$ cat config.mk
export PLATFORM = sky130hd
export DESIGN_NAME = packbits_line_encoder_flat
export DESIGN_NICKNAME = d
export VERILOG_FILES = /design/src/rtl/pbe_pkg.sv /design/src/rtl/pbe_if.sv /design/src/rtl/pbe_front.sv /design/src/rtl/pbe_cmd_fifo.sv /design/src/rtl/pbe_back.sv /design/src/rtl/packbits_line_encoder.sv /design/src/flat_wrapper.sv
export VERILOG_INCLUDE_DIRS = /design/src /design/src/rtl
export SDC_FILE = /design/constraint.sdc
export NUM_CORES = 2
export LEC_CHECK = 0
export ABC_AREA = 1
export BUFFER_PORTS_ARGS = -buffer_cell sky130_fd_sc_hd__buf_2
export CAP_MARGIN = 20
export CORE_MARGIN = 1
export CORE_UTILIZATION = 50
export CTS_CLUSTER_DIAMETER = 120
export DETAILED_ROUTE_END_ITERATION = 7
export PLACE_DENSITY = 0.66
export SLEW_MARGIN = 10
export SYNTH_ARGS = -nofsm -noshare
export SYNTH_HDL_FRONTEND = slang
export SYNTH_HIERARCHICAL = 1
export SYNTH_SLANG_ARGS = --single-unit
$ cat constraint.sdc
create_clock -name clk -period 9.6 [get_ports clk]
set_input_delay 1.44 -clock clk [delete_from_list [all_inputs] [get_ports clk]]
set_output_delay 1.44 -clock clk [all_outputs]
set_load 0.05 [all_outputs]
$ cat src/rtl/assert_macros.svh
// ----------------------------------------------------------------------------
// Assertion macros
// Shared concurrent assertion forms; they compile to nothing for synthesis.
// ----------------------------------------------------------------------------
`ifndef ASSERT_MACROS_SVH
`define ASSERT_MACROS_SVH
`ifndef SYNTHESIS
`define ASSERT_PROP(label, clk, rst_n, prop) \
    label: assert property (@(posedge clk) disable iff (!rst_n) prop) \
        else $error("property violated");
`define ASSERT_NEVER(label, clk, rst_n, expr) \
    label: assert property (@(posedge clk) disable iff (!rst_n) !(expr)) \
        else $error("forbidden condition seen");
`else
`define ASSERT_PROP(label, clk, rst_n, prop)
`define ASSERT_NEVER(label, clk, rst_n, expr)
`endif
`endif

$ cat src/rtl/pbe_pkg.sv
// ----------------------------------------------------------------------------
// PackBits line encoder package
// Types and fixed constants shared by the encoder modules.
// ----------------------------------------------------------------------------
package pbe_pkg;

    localparam int BYTE_W     = 8;
    localparam int LANES_MAX  = 4;
    localparam int CNT_W      = 3;
    localparam int SEG_BITS   = 7;
    localparam int LIT_ADDR_W = 7;
    localparam int CMDQ_DEPTH = 4;
    localparam int CMDQ_AW    = 2;

    typedef logic [BYTE_W-1:0] byte_t;

    typedef enum logic [1:0] {
        MODE_IDLE,
        MODE_RUN,
        MODE_LIT
    } mode_t;

    typedef enum logic [1:0] {
        CMD_PAIR,
        CMD_LIT,
        CMD_END
    } cmd_kind_t;

    typedef enum logic [1:0] {
        BK_FETCH,
        BK_VALUE,
        BK_LIT
    } back_state_t;

    typedef struct packed {
        cmd_kind_t kind;
        byte_t     hdr;
        byte_t     value;
        logic      bank;
        logic      line_done;
    } cmd_t;

    typedef struct packed {
        logic                  en;
        logic                  bank;
        logic [LIT_ADDR_W-1:0] addr;
        byte_t                 data;
    } lit_wr_t;

    typedef struct packed {
        logic done;
        logic bank;
    } lit_status_t;

endpackage

$ cat src/rtl/pbe_if.sv
// ----------------------------------------------------------------------------
// PackBits line encoder channels
// Valid/ready channels for line bytes in and encoded results out.
// ----------------------------------------------------------------------------
interface pbe_byte_if;

    logic           valid;
    logic           ready;
    pbe_pkg::byte_t data_byte;
    logic           line_end;

    modport source (output valid, data_byte, line_end, input ready);
    modport sink (input valid, data_byte, line_end, output ready);

endinterface

interface pbe_block_if;

    logic                      valid;
    logic                      ready;
    pbe_pkg::byte_t            lane0;
    pbe_pkg::byte_t            lane1;
    pbe_pkg::byte_t            lane2;
    pbe_pkg::byte_t            lane3;
    logic [pbe_pkg::CNT_W-1:0] byte_count;
    logic                      line_done;
    logic                      last;

    modport source (output valid, lane0, lane1, lane2, lane3, byte_count, line_done, last,
                    input ready);
    modport sink (input valid, lane0, lane1, lane2, lane3, byte_count, line_done, last,
                  output ready);

endinterface

$ cat src/rtl/pbe_front.sv
// ----------------------------------------------------------------------------
// PackBits block planner
// Accepts line bytes into a three-byte window and decides, one step per cycle
// unless stalled, where runs and literals start and end; literals are stored.
// ----------------------------------------------------------------------------
`include "assert_macros.svh"

module pbe_front #(
    parameter int MAX_BLOCK_BYTES = 127,
    parameter int MAX_LINE_BYTES  = 6144
) (
    input  logic                 clk,
    input  logic                 rst_n,
    pbe_byte_if.sink             line_bytes,
    output pbe_pkg::cmd_t        cmd,
    output logic                 cmd_push,
    input  logic                 cmd_full,
    output pbe_pkg::lit_wr_t     lit_wr,
    input  pbe_pkg::lit_status_t lit_status
);

    localparam int LPW  = $clog2(MAX_LINE_BYTES + 1);
    localparam int LENW = $clog2(MAX_BLOCK_BYTES + 2);
    localparam int PW   = (LPW > pbe_pkg::SEG_BITS) ? LPW : pbe_pkg::SEG_BITS;
    localparam logic [LPW-1:0]  LINE_LIMIT = LPW'(MAX_LINE_BYTES);
    localparam logic [LENW-1:0] BLK_LIMIT  = LENW'(MAX_BLOCK_BYTES);

    typedef enum logic [2:0] {
        ACT_BREAK,
        ACT_CLOSE_RUN,
        ACT_CLOSE_LIT,
        ACT_EXTEND_RUN,
        ACT_STORE_LIT,
        ACT_PAIR,
        ACT_START_RUN,
        ACT_START_LIT
    } act_t;

    pbe_pkg::byte_t  win_reg [3];
    pbe_pkg::byte_t  win_next [3];
    logic [1:0]      wc_reg, wc_next;
    pbe_pkg::mode_t  mode_reg, mode_next;
    logic [LENW-1:0] len_reg, len_next;
    pbe_pkg::byte_t  run_reg, run_next;
    logic [LPW-1:0]  lp_reg, lp_next;
    logic            bank_reg, bank_next;
    logic [1:0]      busy_reg, busy_next;
    logic            open_reg, open_next;
    logic            end_reg, end_next;

    logic [PW-1:0]   pos;
    logic [PW-1:0]   pos_prev;
    logic [LENW-1:0] len_m1;
    logic [LPW-1:0]  lp_inc;
    logic            seg_start;
    logic            run_seg_end;
    logic            eq01, eq12, eq_run;
    logic            wc_zero;
    act_t            act;
    logic            can_do;
    logic            step_go;
    logic            ready;
    logic            accept;

    always_comb
    begin
        pos         = PW'(lp_reg) - PW'(wc_reg);
        pos_prev    = pos - PW'(1);
        seg_start   = (pos[pbe_pkg::SEG_BITS-1:0] == '0);
        run_seg_end = (pos_prev[pbe_pkg::SEG_BITS-1:0] == '0);
        len_m1      = len_reg - LENW'(1);
        eq01        = (win_reg[0] == win_reg[1]);
        eq12        = (win_reg[1] == win_reg[2]);
        eq_run      = (win_reg[0] == run_reg);
        wc_zero     = (wc_reg == 2'd0);

        unique case (mode_reg)
            pbe_pkg::MODE_RUN:
            begin
                if ((len_m1 >= BLK_LIMIT) || run_seg_end || (end_reg && wc_zero))
                    act = ACT_CLOSE_RUN;
                else if (wc_zero)
                    act = ACT_BREAK;
                else if (eq_run)
                    act = ACT_EXTEND_RUN;
                else
                    act = ACT_CLOSE_RUN;
            end
            pbe_pkg::MODE_LIT:
            begin
                if (seg_start || (len_reg >= BLK_LIMIT) || (end_reg && wc_zero))
                    act = ACT_CLOSE_LIT;
                else if (wc_reg == 2'd3)
                    act = (eq01 && eq12) ? ACT_CLOSE_LIT : ACT_STORE_LIT;
                else if (wc_reg == 2'd2)
                    act = (!eq01 || end_reg) ? ACT_STORE_LIT : ACT_BREAK;
                else
                    act = end_reg ? ACT_STORE_LIT : ACT_BREAK;
            end
            default:
            begin
                if (wc_zero)
                    act = ACT_BREAK;
                else if (wc_reg == 2'd1)
                    act = end_reg ? ACT_PAIR : ACT_BREAK;
                else
                    act = eq01 ? ACT_START_RUN : ACT_START_LIT;
            end
        endcase

        unique case (act)
            ACT_BREAK, ACT_CLOSE_RUN, ACT_CLOSE_LIT, ACT_PAIR:
                can_do = !cmd_full;
            ACT_STORE_LIT, ACT_START_LIT:
                can_do = !busy_reg[bank_reg];
            default:
                can_do = 1'b1;
        endcase
    end

    assign step_go          = open_reg && can_do;
    assign ready            = !open_reg || ((act == ACT_BREAK) && !cmd_full);
    assign accept           = line_bytes.valid && ready;
    assign line_bytes.ready = ready;

    always_comb
    begin
        win_next  = win_reg;
        wc_next   = wc_reg;
        mode_next = mode_reg;
        len_next  = len_reg;
        run_next  = run_reg;
        lp_next   = lp_reg;
        bank_next = bank_reg;
        busy_next = busy_reg;
        open_next = open_reg;
        end_next  = end_reg;
        cmd       = '0;
        cmd_push  = 1'b0;
        lit_wr    = '0;
        lp_inc    = '0;

        if (lit_status.done)
            busy_next[lit_status.bank] = 1'b0;

        if (step_go)
        begin
            unique case (act)
                ACT_BREAK:
                begin
                    cmd.kind      = pbe_pkg::CMD_END;
                    cmd.line_done = end_reg;
                    cmd_push      = 1'b1;
                    open_next     = 1'b0;
                    if (end_reg)
                        lp_next = '0;
                end
                ACT_CLOSE_RUN:
                begin
                    cmd.kind  = pbe_pkg::CMD_PAIR;
                    cmd.hdr   = 8'd0 - 8'(len_m1);
                    cmd.value = run_reg;
                    cmd_push  = 1'b1;
                    mode_next = pbe_pkg::MODE_IDLE;
                    len_next  = '0;
                end
                ACT_CLOSE_LIT:
                begin
                    cmd.kind            = pbe_pkg::CMD_LIT;
                    cmd.hdr             = 8'(len_m1);
                    cmd.bank            = bank_reg;
                    cmd_push            = 1'b1;
                    busy_next[bank_reg] = 1'b1;
                    bank_next           = !bank_reg;
                    mode_next           = pbe_pkg::MODE_IDLE;
                    len_next            = '0;
                end
                ACT_EXTEND_RUN:
                begin
                    len_next    = len_reg + LENW'(1);
                    win_next[0] = win_reg[1];
                    win_next[1] = win_reg[2];
                    wc_next     = wc_reg - 2'd1;
                end
                ACT_STORE_LIT:
                begin
                    lit_wr.en   = 1'b1;
                    lit_wr.bank = bank_reg;
                    lit_wr.addr = pbe_pkg::LIT_ADDR_W'(len_reg);
                    lit_wr.data = win_reg[0];
                    len_next    = len_reg + LENW'(1);
                    win_next[0] = win_reg[1];
                    win_next[1] = win_reg[2];
                    wc_next     = wc_reg - 2'd1;
                end
                ACT_PAIR:
                begin
                    cmd.kind    = pbe_pkg::CMD_PAIR;
                    cmd.value   = win_reg[0];
                    cmd_push    = 1'b1;
                    win_next[0] = win_reg[1];
                    win_next[1] = win_reg[2];
                    wc_next     = wc_reg - 2'd1;
                end
                ACT_START_RUN:
                begin
                    mode_next   = pbe_pkg::MODE_RUN;
                    run_next    = win_reg[0];
                    len_next    = LENW'(2);
                    win_next[0] = win_reg[2];
                    wc_next     = wc_reg - 2'd2;
                end
                default:
                begin
                    lit_wr.en   = 1'b1;
                    lit_wr.bank = bank_reg;
                    lit_wr.data = win_reg[0];
                    mode_next   = pbe_pkg::MODE_LIT;
                    len_next    = LENW'(1);
                    win_next[0] = win_reg[1];
                    win_next[1] = win_reg[2];
                    wc_next     = wc_reg - 2'd1;
                end
            endcase
        end

        if (accept)
        begin
            lp_inc = lp_next + LPW'(1);
            unique case (wc_reg)
                2'd0:    win_next[0] = line_bytes.data_byte;
                2'd1:    win_next[1] = line_bytes.data_byte;
                default: win_next[2] = line_bytes.data_byte;
            endcase
            wc_next   = wc_reg + 2'd1;
            lp_next   = lp_inc;
            open_next = 1'b1;
            end_next  = line_bytes.line_end || (lp_inc >= LINE_LIMIT);
        end
    end

    always_ff @(posedge clk or negedge rst_n)
    begin
        if (!rst_n)
        begin
            wc_reg   <= '0;
            mode_reg <= pbe_pkg::MODE_IDLE;
            len_reg  <= '0;
            run_reg  <= '0;
            lp_reg   <= '0;
            bank_reg <= 1'b0;
            busy_reg <= '0;
            open_reg <= 1'b0;
            end_reg  <= 1'b0;
        end
        else
        begin
            wc_reg   <= wc_next;
            mode_reg <= mode_next;
            len_reg  <= len_next;
            run_reg  <= run_next;
            lp_reg   <= lp_next;
            bank_reg <= bank_next;
            busy_reg <= busy_next;
            open_reg <= open_next;
            end_reg  <= end_next;
        end
    end

    always_ff @(posedge clk)
    begin
        win_reg <= win_next;
    end

    `ASSERT_NEVER(a_busy_bank_write, clk, rst_n, lit_wr.en && busy_reg[lit_wr.bank])
    `ASSERT_PROP(a_lit_close_flips_bank, clk, rst_n, (cmd_push && cmd.kind == pbe_pkg::CMD_LIT) |=> (bank_reg != $past(bank_reg)))
    `ASSERT_PROP(a_settled_window, clk, rst_n, !open_reg |-> (wc_reg != 2'd3))

endmodule

$ cat src/rtl/pbe_cmd_fifo.sv
// ----------------------------------------------------------------------------
// PackBits command queue
// Short first-in first-out queue of block commands between planner and packer.
// ----------------------------------------------------------------------------
module pbe_cmd_fifo (
    input  logic          clk,
    input  logic          rst_n,
    input  logic          push,
    input  pbe_pkg::cmd_t cmd_in,
    input  logic          pop,
    output pbe_pkg::cmd_t head,
    output logic          empty,
    output logic          full
);

    pbe_pkg::cmd_t                slot_reg [pbe_pkg::CMDQ_DEPTH];
    logic [pbe_pkg::CMDQ_AW-1:0]  wr_ptr_reg, wr_ptr_next;
    logic [pbe_pkg::CMDQ_AW-1:0]  rd_ptr_reg, rd_ptr_next;
    logic [pbe_pkg::CMDQ_AW:0]    count_reg, count_next;
    logic                         do_push;
    logic                         do_pop;

    assign empty   = (count_reg == '0);
    assign full    = (count_reg == (pbe_pkg::CMDQ_AW + 1)'(pbe_pkg::CMDQ_DEPTH));
    assign do_push = push && !full;
    assign do_pop  = pop && !empty;
    assign head    = slot_reg[rd_ptr_reg];

    always_comb
    begin
        wr_ptr_next = do_push ? wr_ptr_reg + pbe_pkg::CMDQ_AW'(1) : wr_ptr_reg;
        rd_ptr_next = do_pop ? rd_ptr_reg + pbe_pkg::CMDQ_AW'(1) : rd_ptr_reg;
        count_next  = count_reg;
        if (do_push && !do_pop)
            count_next = count_reg + (pbe_pkg::CMDQ_AW + 1)'(1);
        else if (do_pop && !do_push)
            count_next = count_reg - (pbe_pkg::CMDQ_AW + 1)'(1);
    end

    always_ff @(posedge clk or negedge rst_n)
    begin
        if (!rst_n)
        begin
            wr_ptr_reg <= '0;
            rd_ptr_reg <= '0;
            count_reg  <= '0;
        end
        else
        begin
            wr_ptr_reg <= wr_ptr_next;
            rd_ptr_reg <= rd_ptr_next;
            count_reg  <= count_next;
        end
    end

    always_ff @(posedge clk)
    begin
        if (do_push)
            slot_reg[wr_ptr_reg] <= cmd_in;
    end

endmodule

$ cat src/rtl/pbe_back.sv
// ----------------------------------------------------------------------------
// PackBits byte packer
// Executes block commands, reads literal bytes from the two-bank store and
// packs the encoded bytes into results of several lanes.
// ----------------------------------------------------------------------------
`include "assert_macros.svh"

module pbe_back #(
    parameter int MAX_BLOCK_BYTES = 127,
    parameter int OUT_LANES       = 4
) (
    input  logic                 clk,
    input  logic                 rst_n,
    input  pbe_pkg::cmd_t        cmd,
    input  logic                 cmd_empty,
    output logic                 cmd_pop,
    input  pbe_pkg::lit_wr_t     lit_wr,
    output pbe_pkg::lit_status_t lit_status,
    pbe_block_if.source          packed_bytes
);

    localparam int LIT_AW = $clog2(MAX_BLOCK_BYTES);
    localparam int CNT_W  = pbe_pkg::CNT_W;

    pbe_pkg::byte_t       lit_mem [2 ** (LIT_AW + 1)];
    pbe_pkg::byte_t       rd_data_reg;
    logic                 rd_en;
    logic [LIT_AW:0]      rd_addr;

    pbe_pkg::back_state_t bstate_reg, bstate_next;
    pbe_pkg::byte_t       value_reg, value_next;
    logic                 bank_reg, bank_next;
    logic [LIT_AW-1:0]    idx_reg, idx_next;
    logic [LIT_AW-1:0]    last_idx_reg, last_idx_next;

    pbe_pkg::byte_t       acc_reg [pbe_pkg::LANES_MAX];
    pbe_pkg::byte_t       acc_next [pbe_pkg::LANES_MAX];
    logic [CNT_W-1:0]     acc_cnt_reg, acc_cnt_next;

    logic                 out_valid_reg, out_valid_next;
    pbe_pkg::byte_t       lane_reg [pbe_pkg::LANES_MAX];
    pbe_pkg::byte_t       load_lane [pbe_pkg::LANES_MAX];
    logic [CNT_W-1:0]     cnt_reg;
    logic                 done_reg;
    logic                 last_reg;

    logic                 out_free;
    logic                 acc_full;
    logic                 push_req;
    logic                 push_ok;
    pbe_pkg::byte_t       push_byte;
    logic                 flush;
    logic                 out_load;
    logic                 load_last;
    logic                 load_done;

    assign out_free = !out_valid_reg || packed_bytes.ready;
    assign acc_full = (acc_cnt_reg == CNT_W'(OUT_LANES));
    assign push_ok  = !acc_full || out_free;

    always_comb
    begin
        bstate_next   = bstate_reg;
        value_next    = value_reg;
        bank_next     = bank_reg;
        idx_next      = idx_reg;
        last_idx_next = last_idx_reg;
        push_req      = 1'b0;
        push_byte     = '0;
        flush         = 1'b0;
        cmd_pop       = 1'b0;
        rd_en         = 1'b0;
        rd_addr       = '0;
        lit_status    = '0;

        unique case (bstate_reg)
            pbe_pkg::BK_FETCH:
            begin
                if (!cmd_empty)
                begin
                    unique case (cmd.kind)
                        pbe_pkg::CMD_END:
                        begin
                            if (out_free)
                            begin
                                flush   = 1'b1;
                                cmd_pop = 1'b1;
                            end
                        end
                        pbe_pkg::CMD_PAIR:
                        begin
                            push_req  = 1'b1;
                            push_byte = cmd.hdr;
                            if (push_ok)
                            begin
                                cmd_pop     = 1'b1;
                                value_next  = cmd.value;
                                bstate_next = pbe_pkg::BK_VALUE;
                            end
                        end
                        pbe_pkg::CMD_LIT:
                        begin
                            push_req  = 1'b1;
                            push_byte = cmd.hdr;
                            if (push_ok)
                            begin
                                cmd_pop       = 1'b1;
                                rd_en         = 1'b1;
                                rd_addr       = {cmd.bank, LIT_AW'(0)};
                                bank_next     = cmd.bank;
                                idx_next      = '0;
                                last_idx_next = cmd.hdr[LIT_AW-1:0];
                                bstate_next   = pbe_pkg::BK_LIT;
                            end
                        end
                        default:
                            cmd_pop = 1'b1;
                    endcase
                end
            end
            pbe_pkg::BK_VALUE:
            begin
                push_req  = 1'b1;
                push_byte = value_reg;
                if (push_ok)
                    bstate_next = pbe_pkg::BK_FETCH;
            end
            pbe_pkg::BK_LIT:
            begin
                push_req  = 1'b1;
                push_byte = rd_data_reg;
                if (push_ok)
                begin
                    if (idx_reg == last_idx_reg)
                    begin
                        lit_status.done = 1'b1;
                        lit_status.bank = bank_reg;
                        bstate_next     = pbe_pkg::BK_FETCH;
                    end
                    else
                    begin
                        idx_next = idx_reg + LIT_AW'(1);
                        rd_en    = 1'b1;
                        rd_addr  = {bank_reg, idx_reg + LIT_AW'(1)};
                    end
                end
            end
            default:
                bstate_next = pbe_pkg::BK_FETCH;
        endcase
    end

    always_comb
    begin
        for (int j = 0; j < pbe_pkg::LANES_MAX; j++)
        begin
            load_lane[j] = (CNT_W'(j) < acc_cnt_reg) ? acc_reg[j] : '0;
        end

        acc_next       = acc_reg;
        acc_cnt_next   = acc_cnt_reg;
        out_load       = 1'b0;
        load_last      = 1'b0;
        load_done      = 1'b0;

        if (flush)
        begin
            out_load     = 1'b1;
            load_last    = 1'b1;
            load_done    = cmd.line_done;
            acc_cnt_next = '0;
        end
        else if (push_req && push_ok)
        begin
            if (acc_full)
            begin
                out_load     = 1'b1;
                acc_next[0]  = push_byte;
                acc_cnt_next = CNT_W'(1);
            end
            else
            begin
                acc_next[acc_cnt_reg[1:0]] = push_byte;
                acc_cnt_next               = acc_cnt_reg + CNT_W'(1);
            end
        end

        if (out_load)
            out_valid_next = 1'b1;
        else if (packed_bytes.ready)
            out_valid_next = 1'b0;
        else
            out_valid_next = out_valid_reg;
    end

    always_ff @(posedge clk or negedge rst_n)
    begin
        if (!rst_n)
        begin
            bstate_reg    <= pbe_pkg::BK_FETCH;
            acc_cnt_reg   <= '0;
            out_valid_reg <= 1'b0;
        end
        else
        begin
            bstate_reg    <= bstate_next;
            acc_cnt_reg   <= acc_cnt_next;
            out_valid_reg <= out_valid_next;
        end
    end

    always_ff @(posedge clk)
    begin
        value_reg    <= value_next;
        bank_reg     <= bank_next;
        idx_reg      <= idx_next;
        last_idx_reg <= last_idx_next;
        acc_reg      <= acc_next;
        if (out_load)
        begin
            lane_reg <= load_lane;
            cnt_reg  <= acc_cnt_reg;
            done_reg <= load_done;
            last_reg <= load_last;
        end
    end

    always_ff @(posedge clk)
    begin
        if (lit_wr.en)
            lit_mem[{lit_wr.bank, lit_wr.addr[LIT_AW-1:0]}] <= lit_wr.data;
        if (rd_en)
            rd_data_reg <= lit_mem[rd_addr];
    end

    assign packed_bytes.valid      = out_valid_reg;
    assign packed_bytes.lane0      = lane_reg[0];
    assign packed_bytes.lane1      = lane_reg[1];
    assign packed_bytes.lane2      = lane_reg[2];
    assign packed_bytes.lane3      = lane_reg[3];
    assign packed_bytes.byte_count = cnt_reg;
    assign packed_bytes.line_done  = done_reg;
    assign packed_bytes.last       = last_reg;

    `ASSERT_NEVER(a_acc_overfill, clk, rst_n, acc_cnt_reg > CNT_W'(OUT_LANES))
    `ASSERT_NEVER(a_no_result_overwrite, clk, rst_n, out_load && out_valid_reg && !packed_bytes.ready)
    `ASSERT_PROP(a_lit_index_bound, clk, rst_n, (bstate_reg == pbe_pkg::BK_LIT) |-> (idx_reg <= last_idx_reg))

endmodule

$ cat src/rtl/packbits_line_encoder.sv
// ----------------------------------------------------------------------------
// PackBits line encoder
// Throughput: one planner step per cycle unless stalled; a new line byte is
// taken only when the planner has nothing more to do with the bytes it holds.
// A result waits behind any earlier literal of up to 127 bytes, which drains
// one encoded byte per cycle while the output is not stalled.
// Reset clears all control state at once; the literal store is not cleared.
// ----------------------------------------------------------------------------
module packbits_line_encoder #(
    parameter int MAX_BLOCK_BYTES = 127,
    parameter int MAX_LINE_BYTES  = 6144,
    parameter int OUT_LANES       = 4
) (
    input  logic        clk,
    input  logic        rst_n,
    pbe_byte_if.sink    line_bytes,
    pbe_block_if.source packed_bytes
);

    pbe_pkg::cmd_t        push_cmd;
    pbe_pkg::cmd_t        head_cmd;
    logic                 cmd_push;
    logic                 cmd_pop;
    logic                 cmd_full;
    logic                 cmd_empty;
    pbe_pkg::lit_wr_t     lit_wr;
    pbe_pkg::lit_status_t lit_status;

    pbe_front #(
        .MAX_BLOCK_BYTES (MAX_BLOCK_BYTES),
        .MAX_LINE_BYTES  (MAX_LINE_BYTES)
    ) u_front (
        .clk        (clk),
        .rst_n      (rst_n),
        .line_bytes (line_bytes),
        .cmd        (push_cmd),
        .cmd_push   (cmd_push),
        .cmd_full   (cmd_full),
        .lit_wr     (lit_wr),
        .lit_status (lit_status)
    );

    pbe_cmd_fifo u_cmd_fifo (
        .clk    (clk),
        .rst_n  (rst_n),
        .push   (cmd_push),
        .cmd_in (push_cmd),
        .pop    (cmd_pop),
        .head   (head_cmd),
        .empty  (cmd_empty),
        .full   (cmd_full)
    );

    pbe_back #(
        .MAX_BLOCK_BYTES (MAX_BLOCK_BYTES),
        .OUT_LANES       (OUT_LANES)
    ) u_back (
        .clk          (clk),
        .rst_n        (rst_n),
        .cmd          (head_cmd),
        .cmd_empty    (cmd_empty),
        .cmd_pop      (cmd_pop),
        .lit_wr       (lit_wr),
        .lit_status   (lit_status),
        .packed_bytes (packed_bytes)
    );

endmodule

$ cat src/flat_wrapper.sv
// flat-port wrapper written by rule: the top's interface ports become plain ports
module packbits_line_encoder_flat 
#(
    parameter int MAX_BLOCK_BYTES = 127,
    parameter int MAX_LINE_BYTES  = 6144,
    parameter int OUT_LANES       = 4
)
  (clk, rst_n, line_bytes_valid, line_bytes_data_byte, line_bytes_line_end, line_bytes_ready, packed_bytes_valid, packed_bytes_lane0, packed_bytes_lane1, packed_bytes_lane2, packed_bytes_lane3, packed_bytes_byte_count, packed_bytes_line_done, packed_bytes_last, packed_bytes_ready);
  pbe_byte_if line_bytes_i ();
  pbe_block_if packed_bytes_i ();
  input  logic clk;
  input  logic rst_n;
  input wire logic [$bits(line_bytes_i.valid)-1:0] line_bytes_valid;
  input wire logic [$bits(line_bytes_i.data_byte)-1:0] line_bytes_data_byte;
  input wire logic [$bits(line_bytes_i.line_end)-1:0] line_bytes_line_end;
  output wire logic [$bits(line_bytes_i.ready)-1:0] line_bytes_ready;
  output wire logic [$bits(packed_bytes_i.valid)-1:0] packed_bytes_valid;
  output wire logic [$bits(packed_bytes_i.lane0)-1:0] packed_bytes_lane0;
  output wire logic [$bits(packed_bytes_i.lane1)-1:0] packed_bytes_lane1;
  output wire logic [$bits(packed_bytes_i.lane2)-1:0] packed_bytes_lane2;
  output wire logic [$bits(packed_bytes_i.lane3)-1:0] packed_bytes_lane3;
  output wire logic [$bits(packed_bytes_i.byte_count)-1:0] packed_bytes_byte_count;
  output wire logic [$bits(packed_bytes_i.line_done)-1:0] packed_bytes_line_done;
  output wire logic [$bits(packed_bytes_i.last)-1:0] packed_bytes_last;
  input wire logic [$bits(packed_bytes_i.ready)-1:0] packed_bytes_ready;
  assign line_bytes_i.valid = line_bytes_valid;
  assign line_bytes_i.data_byte = line_bytes_data_byte;
  assign line_bytes_i.line_end = line_bytes_line_end;
  assign line_bytes_ready = line_bytes_i.ready;
  assign packed_bytes_valid = packed_bytes_i.valid;
  assign packed_bytes_lane0 = packed_bytes_i.lane0;
  assign packed_bytes_lane1 = packed_bytes_i.lane1;
  assign packed_bytes_lane2 = packed_bytes_i.lane2;
  assign packed_bytes_lane3 = packed_bytes_i.lane3;
  assign packed_bytes_byte_count = packed_bytes_i.byte_count;
  assign packed_bytes_line_done = packed_bytes_i.line_done;
  assign packed_bytes_last = packed_bytes_i.last;
  assign packed_bytes_i.ready = packed_bytes_ready;
  packbits_line_encoder #(.MAX_BLOCK_BYTES(MAX_BLOCK_BYTES), .MAX_LINE_BYTES(MAX_LINE_BYTES), .OUT_LANES(OUT_LANES)) u_core (.clk(clk), .rst_n(rst_n), .line_bytes(line_bytes_i), .packed_bytes(packed_bytes_i));
endmodule
==> results_dict.tcl <==
set metrics [dict create \
    die_area_um2 204800 \
    ys.flop_type "edfxtp_1" \
    ios 52 \
    clk_pin_slew_ns 0.06 \
    port_buffers 51 \
    final_hold_viol_count 0 \
    fin_cells 11920 \
    drtPass1Iterations 6 \
    worstMarginPinSlew_ns 1.529 \
    fin_area_um2 110800 \
    critPathKind "reg -> reg" \
    cts.sinks 2303 \
    ys_top_cells_by_count "2,236 x edfxtp_1, 1,972 x nand3_1, 1,755 x nand2_1" \
    coreArea_um2 200700 \
    irDropWorstVdd_mv 0.2994 \
    fillers 16850 \
    synth_area_leaders "edfxtp_1 66%, nand3_1 9.7%, nand2_1 6.5%, inv_1 4.8%, o211ai_1 2.9%" \
    syn_inst 9281 \
    via_per_inst 5.738 \
    largest_reg_flops 2048 \
    status "complete, but fails checks" \
    fin_crit_sh_pct 73.86 \
    die_w_um 452.5 \
    setup_viol_count_final 0 \
    slew_headroom_pct -1.913 \
    r2r_slack_ns 2.51 \
    rsz0062_at_grt "no" \
    crit_slowest_cell "nand2_1" \
    drive_above_1_share_pct 6.164 \
    drt_iter0_drc 8349 \
    grt_use_total_pct 25.84 \
    cts_root_buf "clkbuf_16" \
    synth_edf_count 2236 \
    wl_per_cell_um 22.43 \
    yosysMostFrequentCell "edfxtp_1" \
    gr-total-overflow 0 \
    hold_buffers 0 \
    fin_setup_tns_ns 0 \
    initial_core_util_pct 50.57 \
    r2r-end "u_core/u_back/lit_mem[91][3]" \
    grtUsageMet2_pct 40.59 \
    synth_cell_type_count 55 \
    crit_start "u_core/u_front/wc_reg[0]" \
    grt.met3_usage_pct 4.488 \
    timing.fmax_ghz 0.1410 \
    whs_ns 0.4906 \
    synthesis.area_um2 101500 \
    yosysSeqAreaShare_pct 67.74 \
    grt.busiest_layer "met2" \
    placed_cell_area_um2 103400 \
    rr_worst_depth 21 \
    finalMaxSlewViolations 91 \
    wl_um 267400 \
    path_cells "ha_1 > fa_1 > inv_1 > nor2_1 > nand3_1 > nand2_1 > nand2_1 > nor2_1 > nand2_1 > nand3_1 > o21bai_2 > nand4_1 > nand3_1 > nand2_2 > nand2_4 > inv_2 > nand2_1 > nor2_1 > nor2_1 > nand2_1 > nor2_1" \
    crit_path_end_kind "register" \
    grt_pass1_vias 65800 \
    power_density_nw_per_um2 266.5 \
    max_stage_delay_ns 0.90 \
    hold_path.class "reg -> reg" \
    crit_required_ns 10.08 \
    cts_tree "built" \
    violations "slew limit" \
    cp-start-kind "register" \
    grt_pass1_wl_um 400500 \
    synth_top_cell_by_area "edfxtp_1" \
    drc 0 \
    multiInputGateArea_um2 25030 \
    antenna_left 0 \
    cts_resized 0 \
    path_max_fanout 23 \
    dp_hpwl_um 152700 \
    leakagePower_nw 42.94 \
    layout_min_cycle_time_ns 7.091 \
    post_cts_buffers 0 \
    holdPathStages 2 \
    grt_start_max_net_pins 273 \
    clk-insertion-delay-late_ns 0.87 \
    dieHeight_um 452.5 \
    endpoint "u_core/u_back/lit_mem[91][3]" \
    cts_buffers 228 \
    maxCapViolations 0 \
    htreeDepth 4 \
    ff_latch_area_um2 68740 \
    yosysWarnings 6 \
    cts_buffer_depth 3 \
    yosys_register_bits 2303 \
    dr_total_vias 68400 \
    synth_top_area_share_pct 66.16 \
    post-route-util_pct 55.20 \
    row_count 164 \
    dp_cells 11500 \
    syn_nets 9326 \
    async_flop_share_pct 2.215 \
    use_met1_pct 35.86 \
    regToRegStartpoint "u_core/u_front/wc_reg[0]" \
    antenna_found_initial 4 \
    gp_congestion 0.8963 \
    synth_area_per_cell_um2 10.93 \
    area.growth.synth_to_final_pct 9.152 \
    fin_skew_ns 0.05924 \
    cp.arrival_ns 7.57 \
    nets 9117 \
]
[power by group]
| part | internal [mW] | total (mW) | switching, mW |
|---|---|---|---|
| clock network | 4.98 | 8.77 | 3.79 |
| registers | 12.8 | 13.1 | 0.261 |
| logic | 1.57 | 7.67 | 6.10 |
| total | 19.4 | 29.5 | 10.2 |
[cell usage in the layout, fill, tap and decap left out, drive strengths merged, types with 11 or more instances in the layout]
| master | instances |
|---|---|
| edfxtp | 2236 |
| nand3 | 1975 |
| nand2 | 1770 |
| inv | 1338 |
| nor2 | 443 |
| o211ai | 393 |
| clkbuf | 280 |
| nand3b | 242 |
| buf | 145 |
| clkinv | 95 |
| o21ai | 54 |
| dfrtp | 51 |
| nand4 | 32 |
| ha | 30 |
| nor3 | 30 |
| a21oi | 22 |
| clkinvlp | 20 |
| bufinv | 19 |
| xor2 | 19 |
| dfxtp | 16 |
| o22ai | 12 |
| xnor2 | 11 |
[worst min-delay path by stage]
stage	startpoint	to	slack, ns
2_1_floorplan	u_core/u_front/busy_reg[1]	u_core/u_front/busy_reg[1]	0.45
3_3_place_gp	u_core/u_front/run_reg[0]	u_core/u_front/run_reg[0]	0.47
3_5_place_dp	u_core/u_front/run_reg[0]	u_core/u_front/run_reg[0]	0.48
4_1_cts	u_core/u_front/run_reg[0]	u_core/u_front/run_reg[0]	0.49
5_1_grt	u_core/u_front/run_reg[0]	u_core/u_front/run_reg[0]	0.51
6_report	u_core/u_front/run_reg[0]	u_core/u_front/run_reg[0]	0.49
[area by class of cell]
type / instances / share of cell area, %
antenna: 1 / 0.002259
clock buffer: 279 / 5.446
clock inverter: 142 / 1.214
inverter: 1330 / 4.516
multi-input combinational: 5063 / 22.60
sequential: 2303 / 62.06
tap: 2656 / 3.000
timing repair buffer: 146 / 1.166
[layer usage]
| metal | share of wire (%) | vias up | wire, um |
|---|---|---|---|
| met3 | 9.3 | 512 | 24910 |
| met5 | 0 | - | 0 |
| met2 | 46 | 3230 | 122600 |
| met1 | 41 | 33250 | 109300 |
| li1 | - | 31410 | - |
| met4 | 3.9 | 0 | 10530 |
[cell families (layout without fill, tap and decap cells)]
kind of cell             count (synthesis)  count (layout)  share of synthesized area (%)
buffers and inverters                 1915            1897                          7.718
AND/OR/NAND/NOR                       4495            4495                          20.29
adder cells (fa/ha/maj)                 32              32                         0.4093
AO/OA/AOI/OAI                          504             504                          3.563
multiplexers                             2               2                        0.01973
other                                    0               1                              0
XOR/XNOR                                30              30                         0.2663
flip-flops                            2303            2303                          67.74
[worst max-delay path: cells and delay by family (launching register included)]
kind / cells / cell delay, ns
compound gates: 1 / 0.56
buf+inv: 2 / 0.30
fa+ha+maj: 2 / 0.69
flops: 1 / 0.43
simple gates: 16 / 4.69
[per-stage QoR]
step | setup WS, ns | total power [mW]
3_5_place_dp | 2.662 | 20.86
3_3_place_gp | 2.358 | 20.77
6_report | 2.509 | 29.52
5_1_grt | 2.132 | 30.64
4_1_cts | 2.656 | 29.56
2_1_floorplan | -0.4724 | 18.35
(Power assumes the default switching activity.)
